<file path="config.mk">
export PLATFORM = sky130hd
export DESIGN_NAME = uart_register_block_with_fifos_flat
export DESIGN_NICKNAME = d
export VERILOG_FILES = /design/src/hdl/urb_pkg.sv /design/src/hdl/urb_if.sv /design/src/hdl/uart_register_block_with_fifos.sv /design/src/flat_wrapper.sv
export SDC_FILE = /design/constraint.sdc
export NUM_CORES = 1
export LEC_CHECK = 0
export BUFFER_PORTS_ARGS = -buffer_cell sky130_fd_sc_hd__buf_2
export CAP_MARGIN = 20
export CORE_UTILIZATION = 30
export CTS_CLUSTER_SIZE = 20
export DETAILED_ROUTE_END_ITERATION = 8
export GPL_ROUTABILITY_DRIVEN = 0
export HOLD_SLACK_MARGIN = 0.02
export PLACE_DENSITY = 0.56
export SETUP_SLACK_MARGIN = 0.2
export SLEW_MARGIN = 20
export SYNTH_ARGS = -nofsm -noshare
export SYNTH_HDL_FRONTEND = slang
export SYNTH_SLANG_ARGS = --single-unit
</file>
<file path="constraint.sdc">
create_clock -name clk_i -period 4.9 [get_ports clk_i]
set_input_delay 0.49 -clock clk_i [delete_from_list [all_inputs] [get_ports clk_i]]
set_output_delay 0.49 -clock clk_i [all_outputs]
set_load 0.02 [all_outputs]
</file>
<file path="src/hdl/urb_pkg.sv">
// Shared types and constants of the UART register block: request and response
// payloads, item kinds, register offsets and interrupt identifiers.
// No dependencies.
`default_nettype none

package urb_pkg;

  typedef enum logic [1:0] {
    MODE_READ  = 2'd0,
    MODE_WRITE = 2'd1,
    MODE_RX    = 2'd2,
    MODE_TX    = 2'd3
  } mode_e;

  localparam logic [2:0] ADDR_RBR_THR = 3'd0;
  localparam logic [2:0] ADDR_IER     = 3'd1;
  localparam logic [2:0] ADDR_IIR_FCR = 3'd2;
  localparam logic [2:0] ADDR_LCR     = 3'd3;
  localparam logic [2:0] ADDR_MCR     = 3'd4;
  localparam logic [2:0] ADDR_LSR     = 3'd5;
  localparam logic [2:0] ADDR_MSR     = 3'd6;
  localparam logic [2:0] ADDR_SCR     = 3'd7;

  localparam logic [2:0] INT_ID_RDA   = 3'd2;
  localparam logic [2:0] INT_ID_THRE  = 3'd1;
  localparam logic [2:0] INT_ID_MODEM = 3'd0;

  // FIFO control bits that are kept when the FIFOs are enabled.
  localparam logic [7:0] FCR_KEEP_MASK = 8'hC9;
  // IIR bits 7:6 report enabled FIFOs.
  localparam logic [1:0] IIR_FIFO_ON   = 2'b11;
  // Character length is this plus LCR bits 1:0.
  localparam logic [3:0] CHAR_BITS_MIN = 4'd5;

  typedef struct packed {
    mode_e       mode;
    logic [2:0]  reg_addr;
    logic [7:0]  write_data;
    logic [7:0]  rx_byte;
    logic        dcd_in;
    logic        ri_in;
    logic        dsr_in;
    logic        cts_in;
  } req_t;

  typedef struct packed {
    logic [7:0]  read_data;
    logic        tx_valid;
    logic [7:0]  tx_byte;
    logic        irq_pending;
    logic [2:0]  int_id;
    logic        rx_full;
    logic        dtr_out;
    logic        rts_out;
    logic [15:0] baud_divisor;
    logic [3:0]  char_bits;
    logic        parity_enable;
    logic        parity_odd;
  } rsp_t;

endpackage

`default_nettype wire

</file>
<file path="src/hdl/urb_if.sv">
// Valid/ready channel interfaces for requests and responses of the UART block.
// Depends on urb_pkg for the payload types.
`default_nettype none

interface urb_req_if
  import urb_pkg::*;
();
  logic valid;
  logic ready;
  req_t payload;

  modport source (output valid, output payload, input ready);
  modport sink   (input valid, input payload, output ready);
endinterface

interface urb_rsp_if
  import urb_pkg::*;
();
  logic valid;
  logic ready;
  rsp_t payload;

  modport source (output valid, output payload, input ready);
  modport sink   (input valid, input payload, output ready);
endinterface

`default_nettype wire

</file>
<file path="src/hdl/uart_register_block_with_fifos.sv">
// Top level of the 16550-style UART register block with receive and transmit FIFOs.
// Depends on urb_pkg and the channel interfaces in urb_if.sv.
`default_nettype none

// The block takes one request per clock: a bus read, a bus write, a received
// character or a free transmit slot. Its response, which shows the register
// state after that request, appears in the output register on the next cycle.
// A new request is taken whenever the output register is empty or its response
// is being taken in the same cycle, so the block runs at one request per cycle
// while its responses are taken. Both FIFOs live in small memories of RX_DEPTH and
// TX_DEPTH bytes; the popped byte goes from the memory straight into the output
// register. FIFO contents are undefined after reset and need no clearing pass.
module uart_register_block_with_fifos
  import urb_pkg::*;
#(
  parameter int RX_DEPTH = 16,
  parameter int TX_DEPTH = 16
) (
  input  wire        clk_i,
  input  wire        rst_ni,
  urb_req_if.sink    req_i,
  urb_rsp_if.source  rsp_o
);

  localparam int RX_PW = $clog2(2 * RX_DEPTH);
  localparam int RX_SW = $clog2(RX_DEPTH);
  localparam int TX_PW = $clog2(2 * TX_DEPTH);
  localparam int TX_SW = $clog2(TX_DEPTH);

  localparam logic [RX_PW-1:0] RX_D    = RX_PW'(RX_DEPTH);
  localparam logic [RX_PW-1:0] RX_TWO  = RX_PW'(2 * RX_DEPTH);
  localparam logic [RX_PW-1:0] RX_LAST = RX_PW'(2 * RX_DEPTH - 1);
  localparam logic [TX_PW-1:0] TX_D    = TX_PW'(TX_DEPTH);
  localparam logic [TX_PW-1:0] TX_TWO  = TX_PW'(2 * TX_DEPTH);
  localparam logic [TX_PW-1:0] TX_LAST = TX_PW'(2 * TX_DEPTH - 1);

  typedef struct packed {
    logic       pending;
    logic [2:0] id;
  } irq_t;

  // Line status error bits are never set, so the line status source never fires.
  function automatic irq_t irq_eval(logic [3:0] ier, logic dr, logic thre, logic [3:0] dlt);
    irq_t r;
    r.pending = 1'b1;
    if (ier[0] && dr) begin
      r.id = INT_ID_RDA;
    end else if (ier[1] && thre) begin
      r.id = INT_ID_THRE;
    end else if (ier[3] && (dlt != 4'd0)) begin
      r.id = INT_ID_MODEM;
    end else begin
      r.pending = 1'b0;
      r.id      = INT_ID_MODEM;
    end
    return r;
  endfunction

  // State registers.
  logic [RX_PW-1:0] rx_wp_q, rx_wp_d, rx_rp_q, rx_rp_d;
  logic [TX_PW-1:0] tx_wp_q, tx_wp_d, tx_rp_q, tx_rp_d;
  logic [7:0] lcr_q, lcr_d;
  logic [4:0] mcr_q, mcr_d;
  logic [3:0] ier_q, ier_d;
  logic [7:0] fcr_q, fcr_d;
  logic [3:0] lvl_q, lvl_d;
  logic [3:0] dlt_q, dlt_d;
  logic [7:0] dll_q, dll_d;
  logic [7:0] dlm_q, dlm_d;
  logic [7:0] scr_q, scr_d;
  logic       out_valid_q;
  rsp_t       rsp_q, rsp_d;

  logic [7:0] rx_mem [RX_DEPTH];
  logic [7:0] tx_mem [TX_DEPTH];

  logic in_accept;
  logic rx_push, rx_pop, tx_push, tx_pop, rx_clr, tx_clr;
  logic [3:0] lvl_now, dlt_s;
  logic [7:0] rd_data, lsr_pre;
  irq_t irq_pre, irq_post;
  logic dlab;

  logic [RX_PW-1:0] rx_cnt_q, rx_cnt_d;
  logic [TX_PW-1:0] tx_cnt_q, tx_cnt_d;
  logic rx_empty_q, rx_full_q, tx_empty_q, tx_full_q;
  logic rx_empty_d, rx_full_d, tx_full_d;
  logic [RX_SW-1:0] rx_wslot, rx_rslot;
  logic [TX_SW-1:0] tx_wslot, tx_rslot;

  assign req_i.ready   = !out_valid_q || rsp_o.ready;
  assign in_accept     = req_i.valid && req_i.ready;
  assign rsp_o.valid   = out_valid_q;
  assign rsp_o.payload = rsp_q;

  // Pointers run modulo twice the depth so that full and empty differ.
  assign rx_cnt_q = (rx_wp_q >= rx_rp_q) ? (rx_wp_q - rx_rp_q) : (rx_wp_q - rx_rp_q + RX_TWO);
  assign tx_cnt_q = (tx_wp_q >= tx_rp_q) ? (tx_wp_q - tx_rp_q) : (tx_wp_q - tx_rp_q + TX_TWO);
  assign rx_cnt_d = (rx_wp_d >= rx_rp_d) ? (rx_wp_d - rx_rp_d) : (rx_wp_d - rx_rp_d + RX_TWO);
  assign tx_cnt_d = (tx_wp_d >= tx_rp_d) ? (tx_wp_d - tx_rp_d) : (tx_wp_d - tx_rp_d + TX_TWO);

  assign rx_empty_q = (rx_cnt_q == '0);
  assign rx_full_q  = (rx_cnt_q == RX_D);
  assign tx_empty_q = (tx_cnt_q == '0);
  assign tx_full_q  = (tx_cnt_q == TX_D);
  assign rx_empty_d = (rx_cnt_d == '0);
  assign rx_full_d  = (rx_cnt_d == RX_D);
  assign tx_full_d  = (tx_cnt_d == TX_D);

  assign rx_wslot = (rx_wp_q >= RX_D) ? RX_SW'(rx_wp_q - RX_D) : RX_SW'(rx_wp_q);
  assign rx_rslot = (rx_rp_q >= RX_D) ? RX_SW'(rx_rp_q - RX_D) : RX_SW'(rx_rp_q);
  assign tx_wslot = (tx_wp_q >= TX_D) ? TX_SW'(tx_wp_q - TX_D) : TX_SW'(tx_wp_q);
  assign tx_rslot = (tx_rp_q >= TX_D) ? TX_SW'(tx_rp_q - TX_D) : TX_SW'(tx_rp_q);

  // Line status as seen before the request: TEMT, THRE and DR.
  assign lsr_pre = {1'b0, tx_empty_q, !tx_full_q, 4'b0000, !rx_empty_q};
  assign dlab    = lcr_q[7];

  assign lvl_now = {req_i.payload.dcd_in, req_i.payload.ri_in,
                    req_i.payload.dsr_in, req_i.payload.cts_in};
  // Ring indicator flags only its trailing edge.
  assign dlt_s   = dlt_q | ((lvl_now ^ lvl_q) & 4'b1011)
                 | {1'b0, lvl_q[2] & !lvl_now[2], 2'b00};

  assign irq_pre  = irq_eval(ier_q, !rx_empty_q, !tx_full_q, dlt_s);
  assign irq_post = irq_eval(ier_d, !rx_empty_d, !tx_full_d, dlt_d);

  always_comb begin
    lcr_d   = lcr_q;
    mcr_d   = mcr_q;
    ier_d   = ier_q;
    fcr_d   = fcr_q;
    dll_d   = dll_q;
    dlm_d   = dlm_q;
    scr_d   = scr_q;
    lvl_d   = lvl_now;
    dlt_d   = dlt_s;
    rd_data = 8'h00;
    rx_push = 1'b0;
    rx_pop  = 1'b0;
    tx_push = 1'b0;
    tx_pop  = 1'b0;
    rx_clr  = 1'b0;
    tx_clr  = 1'b0;
    case (req_i.payload.mode)
      MODE_READ: begin
        case (req_i.payload.reg_addr)
          ADDR_RBR_THR: begin
            if (dlab) begin
              rd_data = dll_q;
            end else begin
              rx_pop = !rx_empty_q;
            end
          end
          ADDR_IER:     rd_data = dlab ? dlm_q : {4'b0000, ier_q};
          ADDR_IIR_FCR: rd_data = {(fcr_q[0] ? IIR_FIFO_ON : 2'b00), 2'b00,
                                   irq_pre.id, !irq_pre.pending};
          ADDR_LCR:     rd_data = lcr_q;
          ADDR_MCR:     rd_data = {3'b000, mcr_q};
          ADDR_LSR:     rd_data = lsr_pre;
          ADDR_MSR: begin
            rd_data = {lvl_now, dlt_s};
            dlt_d   = 4'b0000;
          end
          default:      rd_data = scr_q;
        endcase
      end
      MODE_WRITE: begin
        case (req_i.payload.reg_addr)
          ADDR_RBR_THR: begin
            if (dlab) begin
              dll_d = req_i.payload.write_data;
            end else begin
              tx_push = !tx_full_q;
            end
          end
          ADDR_IER: begin
            if (dlab) begin
              dlm_d = req_i.payload.write_data;
            end else begin
              ier_d = req_i.payload.write_data[3:0];
            end
          end
          ADDR_IIR_FCR: begin
            // Toggling the enable empties both FIFOs.
            if (req_i.payload.write_data[0] != fcr_q[0]) begin
              rx_clr = 1'b1;
              tx_clr = 1'b1;
            end
            if (!req_i.payload.write_data[0]) begin
              fcr_d = 8'h00;
            end else begin
              if (req_i.payload.write_data[1]) rx_clr = 1'b1;
              if (req_i.payload.write_data[2]) tx_clr = 1'b1;
              fcr_d = req_i.payload.write_data & FCR_KEEP_MASK;
            end
          end
          ADDR_LCR: lcr_d = req_i.payload.write_data;
          ADDR_MCR: mcr_d = req_i.payload.write_data[4:0];
          ADDR_SCR: scr_d = req_i.payload.write_data;
          default: ;
        endcase
      end
      MODE_RX: rx_push = !rx_full_q;
      default: tx_pop = !tx_empty_q;
    endcase

    rx_wp_d = rx_wp_q;
    rx_rp_d = rx_rp_q;
    tx_wp_d = tx_wp_q;
    tx_rp_d = tx_rp_q;
    if (rx_push) rx_wp_d = (rx_wp_q == RX_LAST) ? '0 : rx_wp_q + RX_PW'(1);
    if (rx_pop)  rx_rp_d = (rx_rp_q == RX_LAST) ? '0 : rx_rp_q + RX_PW'(1);
    if (tx_push) tx_wp_d = (tx_wp_q == TX_LAST) ? '0 : tx_wp_q + TX_PW'(1);
    if (tx_pop)  tx_rp_d = (tx_rp_q == TX_LAST) ? '0 : tx_rp_q + TX_PW'(1);
    if (rx_clr) begin
      rx_wp_d = '0;
      rx_rp_d = '0;
    end
    if (tx_clr) begin
      tx_wp_d = '0;
      tx_rp_d = '0;
    end
  end

  // FIFO data words are filled in from the memories when the response is loaded.
  always_comb begin
    rsp_d.read_data     = rd_data;
    rsp_d.tx_valid      = tx_pop;
    rsp_d.tx_byte       = 8'h00;
    rsp_d.irq_pending   = irq_post.pending;
    rsp_d.int_id        = irq_post.id;
    rsp_d.rx_full       = rx_full_d;
    rsp_d.dtr_out       = mcr_d[0];
    rsp_d.rts_out       = mcr_d[1];
    rsp_d.baud_divisor  = {dlm_d, dll_d};
    rsp_d.char_bits     = CHAR_BITS_MIN + {2'b00, lcr_d[1:0]};
    rsp_d.parity_enable = lcr_d[3];
    rsp_d.parity_odd    = !lcr_d[4];
  end

  always_ff @(posedge clk_i or negedge rst_ni) begin
    if (!rst_ni) begin
      rx_wp_q     <= '0;
      rx_rp_q     <= '0;
      tx_wp_q     <= '0;
      tx_rp_q     <= '0;
      lcr_q       <= '0;
      mcr_q       <= '0;
      ier_q       <= '0;
      fcr_q       <= '0;
      lvl_q       <= '0;
      dlt_q       <= '0;
      dll_q       <= '0;
      dlm_q       <= '0;
      scr_q       <= '0;
      out_valid_q <= 1'b0;
    end else begin
      if (in_accept) begin
        rx_wp_q <= rx_wp_d;
        rx_rp_q <= rx_rp_d;
        tx_wp_q <= tx_wp_d;
        tx_rp_q <= tx_rp_d;
        lcr_q   <= lcr_d;
        mcr_q   <= mcr_d;
        ier_q   <= ier_d;
        fcr_q   <= fcr_d;
        lvl_q   <= lvl_d;
        dlt_q   <= dlt_d;
        dll_q   <= dll_d;
        dlm_q   <= dlm_d;
        scr_q   <= scr_d;
      end
      if (in_accept) begin
        out_valid_q <= 1'b1;
      end else if (rsp_o.ready) begin
        out_valid_q <= 1'b0;
      end
    end
  end

  always_ff @(posedge clk_i) begin
    rsp_t rsp_load;
    rsp_load = rsp_d;
    if (rx_pop) rsp_load.read_data = rx_mem[rx_rslot];
    if (tx_pop) rsp_load.tx_byte = tx_mem[tx_rslot];
    if (in_accept) begin
      rsp_q <= rsp_load;
      if (rx_push) rx_mem[rx_wslot] <= req_i.payload.rx_byte;
      if (tx_push) tx_mem[tx_wslot] <= req_i.payload.write_data;
    end
  end

endmodule

`default_nettype wire

</file>
<file path="src/flat_wrapper.sv">
// flat-port wrapper written by rule: the top's interface ports become plain ports
module uart_register_block_with_fifos_flat import urb_pkg::*;
#(
  parameter int RX_DEPTH = 16,
  parameter int TX_DEPTH = 16
)
  (clk_i, rst_ni, req_i_valid, req_i_payload, req_i_ready, rsp_o_valid, rsp_o_payload, rsp_o_ready);
  urb_req_if req_i_i ();
  urb_rsp_if rsp_o_i ();
  input  wire clk_i;
  input  wire rst_ni;
  input wire logic [$bits(req_i_i.valid)-1:0] req_i_valid;
  input wire logic [$bits(req_i_i.payload)-1:0] req_i_payload;
  output wire logic [$bits(req_i_i.ready)-1:0] req_i_ready;
  output wire logic [$bits(rsp_o_i.valid)-1:0] rsp_o_valid;
  output wire logic [$bits(rsp_o_i.payload)-1:0] rsp_o_payload;
  input wire logic [$bits(rsp_o_i.ready)-1:0] rsp_o_ready;
  assign req_i_i.valid = req_i_valid;
  assign req_i_i.payload = req_i_payload;
  assign req_i_ready = req_i_i.ready;
  assign rsp_o_valid = rsp_o_i.valid;
  assign rsp_o_payload = rsp_o_i.payload;
  assign rsp_o_i.ready = rsp_o_ready;
  uart_register_block_with_fifos #(.RX_DEPTH(RX_DEPTH), .TX_DEPTH(TX_DEPTH)) u_core (.clk_i(clk_i), .rst_ni(rst_ni), .req_i(req_i_i), .rsp_o(rsp_o_i));
endmodule
</file>
# ---- Word-level counts from Yosys, hierarchy flattened
# Memory sizes are Yosys's and may differ from the RTL's. A register that Yosys moved wholly into a read port is not among the register bits.
# Index checks and enable logic that the tools add are counted.
dict set report op_classes {
  addsub 13
  n_lt_le_gt_ge 4
  eq_ne 18
  mux 70
  bitwise 5
  reduce_logical 34
}
# operator count
set op_table {}
lappend op_table {{8-bit two-way mux} 10}
lappend op_table {{5-bit two-way mux} 14}
lappend op_table {{8-bit case mux with 7 select lines} 1}
lappend op_table {{5-bit == test, second input constant} 8}
lappend op_table {{4-bit two-way mux} 9}
lappend op_table {{1-bit two-way mux} 32}
lappend op_table {{5-bit by 1-bit adder with 5-bit output, second input constant} 4}
lappend op_table {{5-bit greater-or-equal comparator, second input constant} 4}
lappend op_table {{5-bit subtractor} 4}
lappend op_table {{4-bit by 1-bit subtractor with 4-bit output, second input constant} 4}
lappend op_table {{5-bit logical NOT} 3}
lappend op_table {{3-bit == test, second input constant} 4}
lappend op_table {{3-bit AND reduction} 4}
lappend op_table {{1-bit logical NOT} 11}
lappend op_table {{2-bit two-way mux} 4}
lappend op_table {{4-bit nonzero test} 2}
lappend op_table {{1-bit logical AND} 7}
lappend op_table {{3-bit by 2-bit == test with 1-bit output, second input constant} 2}
lappend op_table {{3-bit by 2-bit adder with 4-bit output, first input constant} 1}
lappend op_table {{4-bit by 3-bit OR with 4-bit output} 1}
lappend op_table {{4-bit OR} 1}
lappend op_table {{4-bit AND reduction} 1}
lappend op_table {{4-bit XOR} 1}
lappend op_table {{3-bit by 1-bit == test with 1-bit output, second input constant} 1}
lappend op_table {{11 further kinds} 11}
dict set report totals {
  ff_bits 109
  ramBits 256
  input_bits 29
  out_inout_bits 48
  elab_cells 174
  n_memories 2
}
# name words word_bits read_ports rd_ports_with_merged_regs write_ports line_no
set memory_table {}
lappend memory_table {u_core.rx_mem 16 8 1 0 1 uart_register_block_with_fifos.sv:74} ;# logic [7:0] rx_mem [RX_DEPTH];
lappend memory_table {u_core.tx_mem 16 8 1 1 1 uart_register_block_with_fifos.sv:75} ;# logic [7:0] tx_mem [TX_DEPTH];

# ---- Longest topological paths before layout
# Gate-level depths: netlist of the first run.
dict set report logic_depth {
  ltp_word 13
  ltp_mapped 23
  ltp_nobuf 19
}

# ---- Worst setup path after synthesis of the first run
# Ideal clock, no wire load.
dict set report synth_path {
  kind {reg2reg}
  start {register u_core.rx_rp_q[1]}
  end {register u_core.rsp_q (netlist bit u_core.rsp_o.payload[25]), data pin}
  setup_ns 0.263
  arrival_ns 4.370
  required_time_ns 4.637
  slack_ns 0.267
  path_stages_with_launch 23
  n_path_buf 3
  synth_period_minus_slack_ns 4.633
  path_cell_list {dfrtp_1 -> clkbuf_1 -> buf_1 -> inv_1 -> ha_1 -> and3b_1 -> or4_1 -> and3_1 -> nand2b_1 -> nand2_1 -> buf_2 -> nand2_1 -> o21ai_0 -> nand2_1 -> ha_1 -> nor2b_1 -> o21a_1 -> o21a_1 -> nor2_1 -> nor2_1 -> a21o_1 -> nor3b_1 -> nor2_1}
}
dict set report synth_between {
  elab_chain_len 12
  elab_cells_between_ends 20
  cone_classes {3 x add/sub; 2 x eq/ne; 9 x mux; 6 x reduce/logical}
}
# item line_no
set synth_rtl {}
lappend synth_rtl {{start, declared} uart_register_block_with_fifos.sv:60} ;# logic [RX_PW-1:0] rx_wp_q, rx_wp_d, rx_rp_q, rx_rp_d;
lappend synth_rtl {{start signal, assigned} uart_register_block_with_fifos.sv:261} ;# rx_rp_q <= rx_rp_d;
lappend synth_rtl {{5-bit subtractor} uart_register_block_with_fifos.sv:97} ;# assign rx_cnt_q = (rx_wp_q >= rx_rp_q) ? (rx_wp_q - rx_rp_q) : (rx_wp_q - rx_rp_q + RX_TWO);
lappend synth_rtl {{5-bit logical NOT} uart_register_block_with_fifos.sv:102} ;# assign rx_empty_q = (rx_cnt_q == '0);
lappend synth_rtl {{1-bit logical NOT} uart_register_block_with_fifos.sv:152} ;# rx_pop = !rx_empty_q;
lappend synth_rtl {{1-bit two-way mux} uart_register_block_with_fifos.sv:149} ;# if (dlab) begin
lappend synth_rtl {{1-bit two-way mux} uart_register_block_with_fifos.sv:147} ;# case (req_i.payload.reg_addr)
lappend synth_rtl {{1-bit two-way mux} uart_register_block_with_fifos.sv:145} ;# case (req_i.payload.mode)
lappend synth_rtl {{5-bit two-way mux} uart_register_block_with_fifos.sv:213} ;# if (rx_pop) rx_rp_d = (rx_rp_q == RX_LAST) ? '0 : rx_rp_q + RX_PW'(1);
lappend synth_rtl {{5-bit two-way mux} uart_register_block_with_fifos.sv:216} ;# if (rx_clr) begin
lappend synth_rtl {{5-bit subtractor *} uart_register_block_with_fifos.sv:99} ;# assign rx_cnt_d = (rx_wp_d >= rx_rp_d) ? (rx_wp_d - rx_rp_d) : (rx_wp_d - rx_rp_d + RX_TWO);
lappend synth_rtl {{5-bit logical NOT *} uart_register_block_with_fifos.sv:106} ;# assign rx_empty_d = (rx_cnt_d == '0);
lappend synth_rtl {{1-bit logical NOT *} uart_register_block_with_fifos.sv:126} ;# assign irq_post = irq_eval(ier_d, !rx_empty_d, !tx_full_d, dlt_d);
lappend synth_rtl {{1-bit logical AND *} uart_register_block_with_fifos.sv:46} ;# if (ier[0] && dr) begin
lappend synth_rtl {{end signal, assigned} uart_register_block_with_fifos.sv:288} ;# rsp_q <= rsp_load;
lappend synth_rtl {{end, declared} uart_register_block_with_fifos.sv:72} ;# rsp_t rsp_q, rsp_d;
# Every way passes the cells marked *; elsewhere a longest branch is shown, timed or not.
# A chain may end at the register's enable or synchronous reset.

==> summary.txt, run 1 <==
Run status
  • Status: finished clean

Floorplan
  • Initial core utilization: 30.5%
  • Die area: 55800 um2
  • # rows: 85
  • Die height: 236 um
  • Die W: 236 um
  • Core area: 54000 um2
  • I/O pin cnt: 77

Detailed routing
  • Drt wl/cell: 20.9 um
  • Via count: 9479
  • Vias/cell: 5.06
  • Post-DRT Antenna Nets: 0
  • Drt pass-1 iters: 5
  • Total Wirelength: 39200 um
  • Drt initial violations: 702
  • DRC violations left: 0

Timing
  • Tmin final: 4370 ps
  • Maximum clock frequency: 229 MHz
  • Hold Vio Cnt, Final: 0
  • Final WS setup: 530 ps
  • Final Cycle Share: 89.2%
  • Max-Slew Margin vs Limit: 36.7%
  • Worst slew pin tran: 945 ps
  • Slew Limit Fails: 0
  • Worst Clk Skew: 24.0 ps
  • Setup TNS: 0 ps
  • Setup Viol. Count Final: 0
  • Unrepaired setup endpoints after global routing: yes

Worst setup path
  • Worst Path Buf+Inv: 1
  • CP Data Arrival Time: 4800 ps
  • Startpoint class of the critical path: flip-flop
  • WP data required: 5330 ps
  • CP cell instances: ha_1 > and3b_1 > or4_1 > a211oi_2 > nand3b_4 > inv_1 > nor2_1 > o21ai_0 > ha_1 > a21o_1 > a21o_1 > a21oi_1 > xnor3_1 > a221o_1 > nor2_1
  • Element type at the critical path end: flip-flop
  • Critical path class: flip-flop to flip-flop
  • CP max stage delay: 540 ps
  • Critical path's slowest cell: or4_1
  • Critical path's top delay family: simple AND/OR/NAND/NOR gates
  • Critical path fanouts, max: 18

Synthesis
  • Post-synth cell types: 64
  • Commonest cells in the netlist: 301 x edfxtp_1, 103 x nand2_1, 80 x mux4_2
  • Synth area leaders: edfxtp_1 55%, mux4_2 11%, dfrtp_1 11%
  • Ys flop type: edfxtp_1
  • Mapped Nets: 1113
  • Number of enable flip-flop cells after synthesis: 301
  • Synth warnings: 0
  • Yosys top cell area share: 54.9%
  • Area of the mapped netlist: 16500 um2
  • Syn Inst Count: 1053
  • Synth Register Bits: 372
  • Asr flop ratio synth: 19.1%
  • Synthesized area per cell: 15.6 um2
  • Sequential area share after synthesis: 65.7%
  • Post-synth top area cell: edfxtp_1
  • Most frequent cell after synthesis: edfxtp_1

Clocking
  • Total CTS buffers: 42
  • Num Clock Sinks: 372
  • CTS Buffer Depth: 3
  • Clk_lat worst skew: 580 ps
  • Setup Buffers After CTS: 0
  • CTS root buf: clkbuf_16
  • Htree depth: 2
  • CTS tree: done
  • Worst-path clk slew: 60 ps

Hold path
  • Worst hold path type: primary input to flip-flop

Placed design
  • Post-Place Worst Slack: 362 ps
  • Hpwl dp: 25500 um
  • PortBufs: 75
  • Dpl cells: 1800

Layout
  • Layout Nets: 1209
  • Layout cells sized above 1: 27.1%
  • Antenna cells: 0
  • Post-Layout Cell Count: 1875
  • Area Growth Syn to Fin: 16.0%

Pwr
  • Power per cell area: 452 nW/um2
  • Peak VDD IR: 0.000238 V
  • Leakage Power: 6.81 nW

Global route
  • Grt ovf: 0
  • Initial antenna violation count: 0
  • GRT Resource Usage Total: 14.1%
  • Vias in the first global route: 9636
  • Largest net degree at the start of global routing: 47
  • Global-route wire length before repair: 59900 um

Flow run
  • Max cap viols: 0
[stage by stage]
stage / power, mW / area (um2) / hold WS [ps] / utilization [%]
global route: 9.03 / 19100 / 115 / 35.3
detailed placement: 5.60 / 17700 / 463 / 32.8
finish: 8.63 / 19100 / 134 / 35.3
global placement: 5.58 / 17700 / 451 / 32.8
CTS: 8.73 / 19100 / 86.9 / 35.3
floorplan: 5.08 / 16500 / 194 / -
[worst paths after layout]
check	end	depth (start not counted)	startpoint	slack (ps)
setup / recovery	u_core.rsp_o.payload[25]	15	u_core.tx_wp_q[2]	530
hold / removal	u_core.rsp_o.valid	2	req_i_valid	130
setup reg to reg	u_core.rsp_o.payload[25]	15	u_core.tx_wp_q[2]	530
hold reg to reg	u_core.lvl_q[2]	2	u_core.lvl_q[2]	470
max in group asynchronous	u_core.lvl_q[0]	3	rst_ni	3470
min in group asynchronous	u_core.rsp_o.valid	2	rst_ni	430
[cell type report]
class | instances | area [um2]
Tap cell | 696 | 871
Timing Repair Buffer | 104 | 598
Multi-Input combinational cell | 602 | 5340
Fill cell | 5104 | 34900
Clock inverter | 22 | 263
Sequential cell | 372 | 10800
Clock buffer | 52 | 1090
Inverter | 27 | 103
[registers in the layout, indices dropped and copies added, names as in the netlist, 8 cells and up]
signal,cells
u_core.tx_mem,128
u_core.scr_q,8
u_core.dll_q,8
u_core.rx_mem,128
u_core.lcr_q,8
u_core.rsp_o.payload,45
u_core.dlm_q,8
[report_power, final]
| part | leakage (nW) | internal (mW) | switching, mW |
|---|---|---|---|
| Combinational | 2.50 | 0.838 | 0.982 |
| Clock | 0.659 | 1.81 | 1.29 |
| Sequential | 3.65 | 3.59 | 0.114 |
| Total | 6.81 | 6.24 | 2.39 |
[layer usage]
layer | vias up | global-route usage, % | wire [um]
met4 | 0 | 3.80 | 792
met3 | 70 | 2.54 | 1820
met5 | - | 0 | 0
li1 | 4283 | - | -
met2 | 246 | 23.8 | 19200
met1 | 4880 | 18.7 | 17400
[timing repair]
item	CTS	global route
setup endpoints to repair	0	3
resized for setup	0	5
endpoints found under the hold margin	25	0
hold buffers	1	0
[layout by cell type (no fill, tap or decap), types with 25 or more instances in the layout]
master       n
a21oi_1     29
buf_2       74
buf_4       29
clkbuf_16   42
dfrtp_1     69
edfxtp_1   301
ha_1        31
inv_1       25
mux2_2      53
mux4_2      80
nand2_1    102
nor2_1      53
o21ai_0     40
[kinds of logic (layout without fill, tap and decap cells)]
kind of cell	count (synthesis)	count (layout)	synth area share [%]
and+or+nand+nor	277	277	8.53
adders and majority gates	31	31	2.36
DFF	372	372	65.7
other	1	1	0.0228
muxes	147	147	15.4
AOI/OAI and AO/OA	135	135	5.26
buffers and inverters	79	205	1.91
xor gates and xnor gates	11	11	0.753
(Power assumes the default switching activity.)
==> run 2, diff against run 1 <==
--- a/config.mk
+++ b/config.mk
@@ -5,6 +5,7 @@
 export SDC_FILE = /design/constraint.sdc
 export NUM_CORES = 1
 export LEC_CHECK = 0
+export ABC_AREA = 1
 export BUFFER_PORTS_ARGS = -buffer_cell sky130_fd_sc_hd__buf_2
 export CAP_MARGIN = 20
 export CORE_UTILIZATION = 30
==> summary.txt, run 2 <==
Run status
  • Status: finished clean (unchanged)

Clocking
  • Hold-fix buffers, CTS: 0 (was 1)
  • Worst-path clk slew: 60 ps (about the same)
  • CTS Buffer Depth: 3 (unchanged)
  • CTS resizes: 0 (unchanged)
  • Htree depth: 2 (unchanged)
  • Total CTS buffers: 40 (was 42)
  • Setup Buffers After CTS: 0 (unchanged)
  • CTS tree: done (unchanged)
  • Clk_lat worst skew: 560 ps (was 580 ps)
  • CTS root buf: clkbuf_16 (unchanged)
  • Num Clock Sinks: 372 (unchanged)

Worst setup path
  • Critical path fanouts, max: 14 (was 18)
  • CP cell instances: clkinv_1 > ha_1 > a21oi_1 > nand2_1 > nand2_1 > nand2_1 > nand2_2 > nand2_2 > inv_2 > nand2_1 > nand2_1 > inv_1 > o211ai_1 > ha_1 > a21oi_1 > o21bai_1 > xor2_1 > nor3_1 > nand3_1 > nand2_1 > nand3_1 (was ha_1 > and3b_1 > or4_1 > a211oi_2 > nand3b_4 > inv_1 > nor2_1 > o21ai_0 > ha_1 > a21o_1 > a21o_1 > a21oi_1 > xnor3_1 > a221o_1 > nor2_1)
  • CP Data Arrival Time: 4490 ps (was 4800 ps)
  • WP data required: 5210 ps (was 5330 ps)
  • Element type at the critical path end: flip-flop (unchanged)
  • Critical path's top delay family: simple AND/OR/NAND/NOR gates (unchanged)
  • Worst Path Buf+Inv: 3 (was 1)
  • CP most frequent cell: nand2_1
  • Critical path's slowest cell: dfrtp_1 (was or4_1)
  • CP max stage delay: 590 ps (was 540 ps)
  • Startpoint class of the critical path: flip-flop (unchanged)
  • Critical path class: flip-flop to flip-flop (unchanged)

Layout
  • Area Growth Syn to Fin: 15.0% (was 16.0%)
  • Post-Layout Cell Count: 2285 (was 1875)
  • Layout Nets: 1616 (was 1209)
  • Commonest non-fill, non-tap cells in the layout: 301 x edfxtp_1, 218 x o21ai_0, 213 x nand2_1 (was 301 x edfxtp_1, 102 x nand2_1, 80 x mux4_2)
  • Most common cell after layout, fill and taps aside: edfxtp_1 (unchanged)
  • Post-layout util: 35.0% (was 35.3%)
  • Layout cells sized above 1: 13.4% (was 27.1%)
  • Fin area: 18900 um2 (was 19100 um2)

Timing
  • Worst slew pin tran: 995 ps (was 945 ps)
  • Min Hold Slack: 109 ps (was 134 ps)
  • Max-Slew Margin vs Limit: 33.6% (was 36.7%)
  • Tmin final: 4180 ps (was 4370 ps)
  • Unrepaired setup endpoints after global routing: no (was yes)
  • Hold Vio Cnt, Final: 0 (unchanged)
  • Setup Viol. Count Final: 0 (unchanged)
  • Maximum clock frequency: 239 MHz (was 229 MHz)
  • Slew Limit Fails: 0 (unchanged)
  • Setup TNS: 0 ps (unchanged)
  • Worst Clk Skew: 21.5 ps (was 24.0 ps)
  • Final Cycle Share: 85.4% (was 89.2%)

Floorplan
  • Die W: 236 um (about the same)
  • Core area: 53900 um2 (was 54000 um2)
  • I/O pin cnt: 77 (unchanged)
  • Die height: 236 um (about the same)
  • Die area: 55600 um2 (was 55800 um2)
  • # rows: 85 (unchanged)
  • Initial core utilization: 30.4% (was 30.5%)

Synthesis
  • Adder-Cell Fraction of Synth Area: 2.37% (was 2.36%)
  • Post-synthesis xor/xnor area fraction: 0.534% (was 0.753%)
  • Asr flop ratio synth: 19.1% (unchanged)
  • Sequential area share after synthesis: 66.0% (was 65.7%)
  • Commonest cells in the netlist: 301 x edfxtp_1, 218 x o21ai_0, 214 x nand2_1 (was 301 x edfxtp_1, 103 x nand2_1, 80 x mux4_2)
  • Synth Area in Compound Gates: 14.0% (was 5.26%)
  • Synthesized area per cell: 11.1 um2 (was 15.6 um2)
  • Synth warnings: 0 (unchanged)
  • Yosys top cell area share: 55.1% (was 54.9%)
  • Number of enable flip-flop cells after synthesis: 301 (unchanged)
  • Post-synth cell types: 52 (was 64)
  • Ys flop type: edfxtp_1 (unchanged)
  • Mux contribution to synthesized area: 0% (was 15.4%)
  • Synth area leaders: edfxtp_1 55%, dfrtp_1 11%, o21ai_0 6.7% (was edfxtp_1 55%, mux4_2 11%, dfrtp_1 11%)
  • Main combinational cell family by area after synthesis: compound AO/OA/AOI/OAI gates (was multiplexers)
  • Synth Register Bits: 372 (unchanged)
  • Post-synthesis simple-gate area fraction: 12.7% (was 8.53%)
  • Mapped Nets: 1541 (was 1113)
  • Area of the mapped netlist: 16400 um2 (was 16500 um2)
  • Syn Inst Count: 1481 (was 1053)
  • Most frequent cell after synthesis: edfxtp_1 (unchanged)
  • Post-synth top area cell: edfxtp_1 (unchanged)

Pwr
  • Leakage Power: 6.92 nW (was 6.81 nW)
  • Peak VDD IR: 0.000282 V (was 0.000238 V)
  • Power per cell area: 486 nW/um2 (was 452 nW/um2)

Detailed routing
  • Drt wl/cell: 18.7 um (was 20.9 um)
  • Via count: 11400 (was 9479)
  • Post-DRT Antenna Nets: 0 (unchanged)
  • DRC violations left: 0 (unchanged)
  • Vias/cell: 4.98 (was 5.06)
  • Drt pass-1 iters: 5 (unchanged)
  • Total Wirelength: 42800 um (was 39200 um)
  • Drt initial violations: 1025 (was 702)

Hold path
  • Worst hold path type: primary input to async pin (was primary input to flip-flop)

Global route
  • GRT Resource Usage Total: 15.3% (was 14.1%)
  • Global-route wire length before repair: 65500 um (was 59900 um)
  • Largest net degree at the start of global routing: 72 (was 47)
  • Vias in the first global route: 11000 (was 9636)
  • Grt ovf: 0 (unchanged)
  • Initial antenna violation count: 6 (was 0)

Placed design
  • Dpl cells: 2210 (was 1800)
  • Hpwl dp: 27400 um (was 25500 um)
  • PortBufs: 75 (unchanged)
  • Cell Area, Placed: 17600 um2 (was 17700 um2)

Flow run
  • Max cap viols: 0 (unchanged)
[run 2: cell count changes after synthesis, sizes merged, moves of 53 or more]
cell / change
inv: +85
mux2: -53
mux4: -80
nand2: +121
nor2: +141
o21ai: +206
[run 2: area by class of cell]
class	instances	area (um2)
well taps	696	871
clock inverters	21	203
inverters	114	429
multi-input cells	926	4870
clock buffers	53	1080
fillers	5250	35100
repair buffers	102	581
diodes	1	2.50
flip-flops and latches	372	10800
[run 2: per-layer routing]
metal / GRT usage [%] / part of all wire (%) / vias to the layer above / wire length [um]
li1: - / - / 5433 / -
met1: 20.6 / 46 / 5521 / 19600
met2: 24.1 / 45 / 335 / 19500
met3: 3.03 / 5.3 / 90 / 2280
met4: 6.10 / 3.4 / 4 / 1470
met5: 0 / 0.054 / - / 23
[run 2: worst reg2reg max path, delay by kind of cell (launching register included)]
family,cells,cell delay [ps]
simple gates,11,1190
flops,1,590
fa+ha+maj,2,710
buf+inv,3,610
xor+xnor,1,150
compound gates,4,690
[run 2: kinds of logic after synthesis]
logic type	Yosys count
simple gates	489
fa+ha+maj	31
flops	372
xor+xnor	10
compound gates	395
buf+inv	183
other cells	1
[run 2: stage by stage]
stage	total power [mW]	worst slack, ps
after detailed placement	6.24	742
after CTS	9.23	739
after global routing	9.65	302
after global placement	6.19	896
after floorplan	5.48	1270
final	9.17	716
[run 2: worst paths after layout]
check,slack [ps],from,cells past startpoint,end
max,720,u_core.rx_rp_q[3],21,u_core.rsp_o.payload[28]
min,110,rst_ni,1,u_core.lcr_q[3]
max reg2reg,720,u_core.rx_rp_q[3],21,u_core.rsp_o.payload[28]
min reg2reg,480,u_core.ier_q[1],2,u_core.ier_q[1]
max in group asynchronous,4090,rst_ni,1,u_core.rx_rp_q[0]
min in group clk_i,260,rsp_o_ready,4,u_core.rsp_o.valid
[run 2: where the power goes]
group | leakage, nW | internal, mW | switching, mW
Clock | 0.624 | 1.73 | 1.25
Sequential | 3.65 | 3.64 | 0.151
Combinational | 2.64 | 0.734 | 1.67
Total | 6.92 | 6.10 | 3.07
